===== src/sv/dcrma_pkg.sv =====
// dcrma_pkg: shared constants, codes and controller/datapath types for the
// dark-corrected ratio moving-average block; no dependencies
package dcrma_pkg;

    localparam int WINDOW_MAX_DEF  = 64;
    localparam int SAMPLE_BITS_DEF = 24;

    localparam int ENERGY_W    = 20;
    localparam int RATIO_W     = 32;
    localparam int FRAC_BITS   = 24;
    localparam int LEN_REG_W   = 7;
    localparam int OFFSET_W    = 24;
    localparam int APB_ADDR_W  = 4;
    localparam int APB_DATA_W  = 32;
    localparam int OUT_TDATA_W = 88;

    // register byte addresses
    localparam logic [APB_ADDR_W-1:0] ADDR_WINDOW_LENGTH = 4'h0;
    localparam logic [APB_ADDR_W-1:0] ADDR_SIGNAL_DARK   = 4'h4;
    localparam logic [APB_ADDR_W-1:0] ADDR_IZERO_DARK    = 4'h8;

    // divisions done per sample, in issue order (the mean ones once the window is full)
    typedef enum logic [2:0] {
        OP_RATIO_A,
        OP_RATIO_B,
        OP_MEAN_E,
        OP_MEAN_A,
        OP_MEAN_B
    } div_op_t;

    typedef enum logic [2:0] {
        ST_IDLE,
        ST_START,
        ST_WAIT,
        ST_UPDATE,
        ST_EMIT
    } ctrl_state_t;

    typedef struct packed {
        logic    load;
        logic    div_start;
        div_op_t op;
        logic    capture;
        logic    update;
        logic    emit;
    } dp_cmd_t;

    typedef struct packed {
        logic div_done;
        logic window_full;
        logic out_busy;
    } dp_status_t;

endpackage


===== src/sv/dcrma_ctrl.sv =====
// dcrma_ctrl: sequencer issuing the per-sample divisions, history update
// and result beat; depends on dcrma_pkg
module dcrma_ctrl (
    input  logic                  aclk,
    input  logic                  aresetn,
    input  logic                  s_tvalid,
    output logic                  s_tready,
    output dcrma_pkg::dp_cmd_t    cmd,
    input  dcrma_pkg::dp_status_t status
);
    import dcrma_pkg::*;

    ctrl_state_t state_reg, state_next;
    div_op_t     op_reg, op_next;

    // state register
    always_ff @(posedge aclk) begin
        if (!aresetn) begin
            state_reg <= ST_IDLE;
            op_reg    <= OP_RATIO_A;
        end else begin
            state_reg <= state_next;
            op_reg    <= op_next;
        end
    end

    // next state and commands
    always_comb begin
        state_next    = state_reg;
        op_next       = op_reg;
        s_tready      = 1'b0;
        cmd           = '0;
        cmd.op        = op_reg;
        case (state_reg)
            ST_IDLE: begin
                s_tready = 1'b1;
                if (s_tvalid) begin
                    cmd.load   = 1'b1;
                    op_next    = OP_RATIO_A;
                    state_next = ST_START;
                end
            end
            ST_START: begin
                cmd.div_start = 1'b1;
                state_next    = ST_WAIT;
            end
            ST_WAIT: begin
                if (status.div_done) begin
                    cmd.capture = 1'b1;
                    case (op_reg)
                        OP_RATIO_A: begin
                            op_next    = OP_RATIO_B;
                            state_next = ST_START;
                        end
                        OP_RATIO_B: state_next = ST_UPDATE;
                        OP_MEAN_E: begin
                            op_next    = OP_MEAN_A;
                            state_next = ST_START;
                        end
                        OP_MEAN_A: begin
                            op_next    = OP_MEAN_B;
                            state_next = ST_START;
                        end
                        OP_MEAN_B: state_next = ST_EMIT;
                        default:   state_next = ST_IDLE;
                    endcase
                end
            end
            ST_UPDATE: begin
                cmd.update = 1'b1;
                if (status.window_full) begin
                    op_next    = OP_MEAN_E;
                    state_next = ST_START;
                end else begin
                    state_next = ST_IDLE;
                end
            end
            ST_EMIT: begin
                if (!status.out_busy) begin
                    cmd.emit   = 1'b1;
                    state_next = ST_IDLE;
                end
            end
            default: state_next = ST_IDLE;
        endcase
    end

endmodule


===== config.mk =====
export PLATFORM = sky130hd
export DESIGN_NAME = dcrma_ctrl
export DESIGN_NICKNAME = d
export VERILOG_FILES = /design/src/sv/dcrma_pkg.sv /design/src/sv/dcrma_ctrl.sv
export SDC_FILE = /design/constraint.sdc
export NUM_CORES = 1
export LEC_CHECK = 0
export BUFFER_PORTS_ARGS = -buffer_cell sky130_fd_sc_hd__buf_2
export CAP_MARGIN = 30
export CORE_AREA = 5 5 42 44
export DETAILED_ROUTE_END_ITERATION = 6
export DIE_AREA = 0 0 47 49
export SKIP_LAST_GASP = 1
export SYNTH_ARGS = -nofsm -noshare
export SYNTH_HDL_FRONTEND = slang
export SYNTH_SLANG_ARGS = --single-unit

===== constraint.sdc =====
create_clock -name aclk -period 2.7 [get_ports aclk]
set_clock_uncertainty 0.15 [all_clocks]
set_input_delay 0.54 -clock aclk [delete_from_list [all_inputs] [get_ports aclk]]
set_output_delay 0.54 -clock aclk [all_outputs]
set_load 0.005 [all_outputs]

# Word-level counts from Yosys, hierarchy flattened
# Cells that the tools add are included.
# totals
mem_bits_ro,0
mem_bits_rw,0
in_bits,6
mem_count,0
register_bits,6
latch_bits,0
# classes
reduce_logical,6
n_bitwise,0
div,0
n_shift,0
add_sub_neg,0
eq_ne,13
mul,0
n_mux,20
order_cmp,0
# ops
op,n
one-hot mux 3 bit (3 select lines),3
2-to-1 mux 3 bit,6
one-hot mux 3 bit (5 select lines),1
equality test 3 x 2 -> 1 bit (second input constant),4
2-to-1 mux 1 bit,10
inequality test 2 bit (second input constant),4
equality test 3 x 1 -> 1 bit (second input constant),2
equality test 3 bit (second input constant),2
zero test 3 bit,2
AND reduction 5 bit,1
inequality test 4 x 1 -> 1 bit (second input constant),1
AND reduction 3 bit,1
nonzero test 3 bit,1
OR reduction 3 bit,1

# Logic depth before layout (Yosys ltp)
# Gate-level depths: netlist (run 1).
# depth
word_depth,5
ltp_mapped,5
ltp_nobuf,4

# Worst setup path after synthesis (run 1)
# Ideal clock, no wire load.
# synth_path
path_kind,reg2out
start,register state_reg[1]
end,output cmd[7] (netlist name)
path_slack_ns,1.095
required_time_ns,2.010
n_path_buf,1
stages_incl_launch_ff,4
t_arrival_ns,0.915
cell_sequence,dfxtp_1 buf_2 nor3_1 and2_1
# synth_lines
item,line_no,rtl
from (decl),dcrma_ctrl.sv:13,"ctrl_state_t state_reg, state_next;"
from (signal assigned),dcrma_ctrl.sv:22,state_reg <= state_next;
to (decl),dcrma_ctrl.sv:8,"output dcrma_pkg::dp_cmd_t cmd,"

==> run summary, run 1 <==
Status: finished, final reports clean
Class of the worst hold path: flop to flop
Worst Setup EP: cmd[2]
Htree depth: 1
Setup violators final: 0
Critical path launch point type: flop
Core area: 0.001401 sq mm
Post-route cell area: 516.7 sq um
Static Leak: 0.2264 nW
Dpl ws: 853.5 ps
Drt drc: 0
Mean post-synth cell area: 8.433 sq um
PD cells: 490.3 mW/mm^2
Min setup slack post-route: 584.8 ps
Cts hold-fix bufs: 0
Register bit total from synthesis: 6
Total GRT Usage: 0.09450
Critical path capture point type: output pin
RSZ-0062 raised after global routing: no
Drt total wl: 955 um
Avg Vias per Cell: 5.188
Post-layout min period: 2115 ps
First-pass GRT wire length: 1593 um
Routed Antenna Nets: 0
Kind of critical path: flop to output pin
Initial antenna violation count: 0
CTS clk-pin slew, worst paths: 40 ps
Rel. slew slack: 0.7140
Clock Tree Buf Depth: 2
F_max: 472.8 MHz
Initial DRC count: 1
Clock root buffer: clkbuf_4
Post-synth ARST share: 0
Flop2flop setup slack: 1010 ps
DIE HEIGHT: 49 um
CP arrival: 1430 ps
Layout cells sized above 1: 0.3438
Yosys Warn Count: 0
FF-to-FF path depth: 4
Routability cong.: 0.6643
Vias post-DR: 415
Most frequent cells in the layout: 14 x buf_2, 6 x dfxtp_1, 4 x nor3_1, 4 x nand2_1
Post-CTS Repair Setup Buffers: 0
Max Cap Viol: 0
Sink Count: 6
Hold Fails Final Rpt: 0
IO Pins: 15
Post-synth net total: 56
Fin. max-slew vios: 0
TritonCTS Buffers: 3
Reg-to-Reg End: op_reg[2]
Mapped Area: 421.7 sq um
GR Overflow Total: 0
Initial Util: 0.3009
Setup TNS: 0 ps
Peak VDD IR: 0.2059 mV
Iteration count of the initial detailed-routing pass: 2
Tcrit/Tclk final: 0.7834
CTS tree: yes
# rows: 14
Via count of the first global-routing pass: 384
Synth Flop Type: dfxtp_1
Pin count of the biggest net entering global routing: 15
Post-CTS Resized: 0
Worst Setup SP: state_reg[1]
Critical Path Fanout Max: 14
Distinct cells, synth: 28
Reg2reg start: state_reg[0]
Post-synth EDFFs: 0
WL/cell: 11.94 um
Port bufs: 14
Power Total: 253.4 uW
Clk_lat worst skew: 240 ps
Worst-Margin Slew: 428.5 ps
Syn-to-layout area delta: 22.55%
Post-Synthesis Cells: 50
Seq/Total Area, Yosys: 0.2849
Layout net count: 72
Final Hold Slack: 375.3 ps
Most common cell after layout, fill and taps aside: buf_2
Worst EP required: 2010 ps
DP Wirelength: 714.4 um
DP Area: 494.2 sq um
Die ar.: 0.002303 sq mm
Chip Width: 47 um
Diodes inserted: 0
## final cells by class
type / instances / area (sq um)
Tap cell: 16 / 20.02
Clock buffer: 3 / 22.52
Fill cell: 159 / 884.6
Multi-Input combinational cell: 40 / 280.3
Timing Repair Buffer: 14 / 70.07
Inverter: 1 / 3.754
Sequential cell: 6 / 120.1
## layer usage
layer | track usage | vias to the layer above | routed length [um]
li1 | - | 214 | -
met1 | 0.09934 | 193 | 408
met2 | 0.1538 | 6 | 496
met3 | 0.05535 | 2 | 36
met4 | 0.02765 | 0 | 13
met5 | 0 | - | 0
## synth_stat cells (2+ instances only)
master	n	area (sq um)
nand2_1	4	15.01
nor2b_1	2	12.51
o21a_1	2	15.01
and3_1	2	12.51
and2_1	2	12.51
dfxtp_1	6	120.1
buf_2	2	10.01
nor2_1	3	11.26
o221a_1	2	22.52
a21oi_1	2	10.01
nor3b_1	3	22.52
nor3_1	4	20.02
## worst max-delay path: stages (launching register included)
cell	delay [ps]
dfxtp_1	580
nor3b_2	340
and2_1	160
buf_2	100
## worst min-delay path by stage
stage | startpoint | end | slack [ps] | cells past startpoint
after floorplan | op_reg[1] | op_reg[1] | 350 | 2
after global placement | op_reg[1] | op_reg[1] | 370 | 2
after detailed placement | op_reg[1] | op_reg[1] | 370 | 2
after CTS | op_reg[1] | op_reg[1] | 380 | 2
after global routing | op_reg[1] | op_reg[1] | 420 | 2
final | op_reg[1] | op_reg[1] | 380 | 2
## stage by stage
stage               cells  utilization
global route           80       0.3688
CTS                    80       0.3688
detailed placement     77       0.3527
floorplan              50            -
global placement       77       0.3527
finish                 80       0.3688
## where the power goes
part,internal (mW),switching (mW)
Combinational,0.0349,0.0261
Sequential,0.0952,0.0168
Clock,0.0501,0.0302
## kinds of logic after synthesis
kind of cell	share of synthesized area
compound gates	0.2166
buf+inv	0.05044
flops	0.2849
mux	0.08604
simple gates	0.3620
(Power assumes the default switching activity.)
==> run 2: changes to the inputs <==
Clock period 2.7 ns to 2.2 ns, I/O delays scaled along.
==> run 2 against run 1 <==
Die area is the same. Critical endpoint unchanged. Non-clock buffer count is the same. Routed wire length grew 0.42%.
==> run summary, run 2 (synthesis results as in run 1) <==
Layout cells sized above 1: 0.3438
Peak VDD IR: 0.2543 mV
Routed Antenna Nets: 0
Most frequent cells in the layout: 14 x buf_2, 6 x dfxtp_1, 4 x nor3_1, 4 x nand2_1
Cts hold-fix bufs: 0
Drt drc: 0
CTS tree: yes
Iteration count of the initial detailed-routing pass: 4
Max Cap Viol: 0
Critical path launch point type: flop
Total GRT Usage: 0.09739
TritonCTS Buffers: 3
Flop2flop setup slack: 520 ps
Status: finished, final reports clean
Initial Util: 0.3009
Drt total wl: 959 um
Worst EP required: 1610 ps
Syn-to-layout area delta: 22.55%
DP Wirelength: 711.7 um
Reg-to-Reg End: op_reg[0]
Static Leak: 0.2264 nW
Chip Width: 47 um
Clk_lat worst skew: 240 ps
First-pass GRT wire length: 1642 um
Clock Tree Buf Depth: 2
Slowest cell on crit path: dfxtp_1
Kind of critical path: flop to output pin
Hold Fails Final Rpt: 0
CP arrival: 1430 ps
Post-CTS Repair Setup Buffers: 0
DIE HEIGHT: 49 um
Post-layout min period: 2021 ps
Max stage delay on crit path: 590 ps
Hold Path Depth: 3
Routability cong.: 0.6642
Htree depth: 1
PD cells: 605.8 mW/mm^2
Fin. max-slew vios: 0
Critical path capture point type: output pin
Rel. slew slack: 0.7007
Pin count of the biggest net entering global routing: 15
Diodes inserted: 0
Core area: 0.001401 sq mm
Hold Path End: state_reg[0]
Critical Path Fanout Max: 14
Layout net count: 72
# rows: 14
Setup violators final: 0
Sink Count: 6
Cell Chain, Critical Path: nor3b_2 -> and2_1 -> buf_2
Setup TNS: 0 ps
Via count of the first global-routing pass: 395
FF-to-FF path depth: 4
Initial DRC count: 10
RSZ-0062 raised after global routing: no
WL/cell: 11.99 um
Worst-Margin Slew: 448.3 ps
Hold path start: aresetn
Most common cell after layout, fill and taps aside: buf_2
Initial antenna violation count: 0
Avg Vias per Cell: 5.175
Vias post-DR: 414
IO Pins: 15
F_max: 494.9 MHz
GR Overflow Total: 0
CTS clk-pin slew, worst paths: 50 ps
Port bufs: 14
Tcrit/Tclk final: 0.9185
Clock root buffer: clkbuf_4
Post-CTS Resized: 0
Power Total: 313.1 uW
Die ar.: 0.002303 sq mm
Reg2reg start: state_reg[0]
Class of the worst hold path: input port to flop
[run 2: how the worst max path moves through the flow]
| stage | cells past startpoint | slack, ps | start | endpoint |
|---|---|---|---|---|
| after floorplan | 3 | 690 | state_reg[1] | cmd[7] |
| after global placement | 3 | 470 | state_reg[1] | cmd[2] |
| after detailed placement | 3 | 450 | state_reg[1] | cmd[2] |
| after CTS | 3 | 190 | state_reg[1] | cmd[2] |
| after global routing | 3 | 60 | state_reg[1] | cmd[2] |
| final | 3 | 180 | state_reg[1] | cmd[2] |
[run 2: final cells by class]
type                            count  area (sq um)
Inverter                            1         3.754
Multi-Input combinational cell     40         280.3
Timing Repair Buffer               14         70.07
Fill cell                         158         884.6
Tap cell                           16         20.02
Sequential cell                     6         120.1
Clock buffer                        3         22.52
[run 2: per-stage QoR]
step | hold slack [ps] | cell area (sq um) | setup WS (ps) | std cells | util
CTS | 339.7 | 516.7 | 185.4 | 80 | 0.3688
finish | 344.1 | 516.7 | 179.3 | 80 | 0.3688
global route | 346.6 | 516.7 | 56.58 | 80 | 0.3688
detailed placement | 368.0 | 494.2 | 453.9 | 77 | 0.3527
global placement | 368.2 | 494.2 | 469.5 | 77 | 0.3527
floorplan | 354.0 | 421.7 | 694.6 | 50 | -
[run 2: metal layers]
layer | share of wire | routed length (um) | track usage | vias up
met1 | 0.43 | 414 | 0.1128 | 192
met4 | 0.014 | 13 | 0.02765 | 0
li1 | - | - | - | 214
met2 | 0.52 | 496 | 0.1493 | 6
met5 | 0 | 0 | 0 | -
met3 | 0.036 | 35 | 0.05535 | 2
[run 2: critical path, delay by kind of cell (launching register included)]
| family | cells | cell delay (ps) |
|---|---|---|
| flops | 1 | 590 |
| simple gates | 2 | 500 |
| buf+inv | 1 | 100 |
[run 2: where the power goes]
part           total [mW]  leakage, nW  switching, mW  internal (mW)
Clock               0.101       0.0138         0.0390         0.0617
Combinational      0.0753        0.164         0.0324         0.0429
Sequential          0.137       0.0490         0.0204          0.117
Total               0.313        0.226         0.0918          0.221
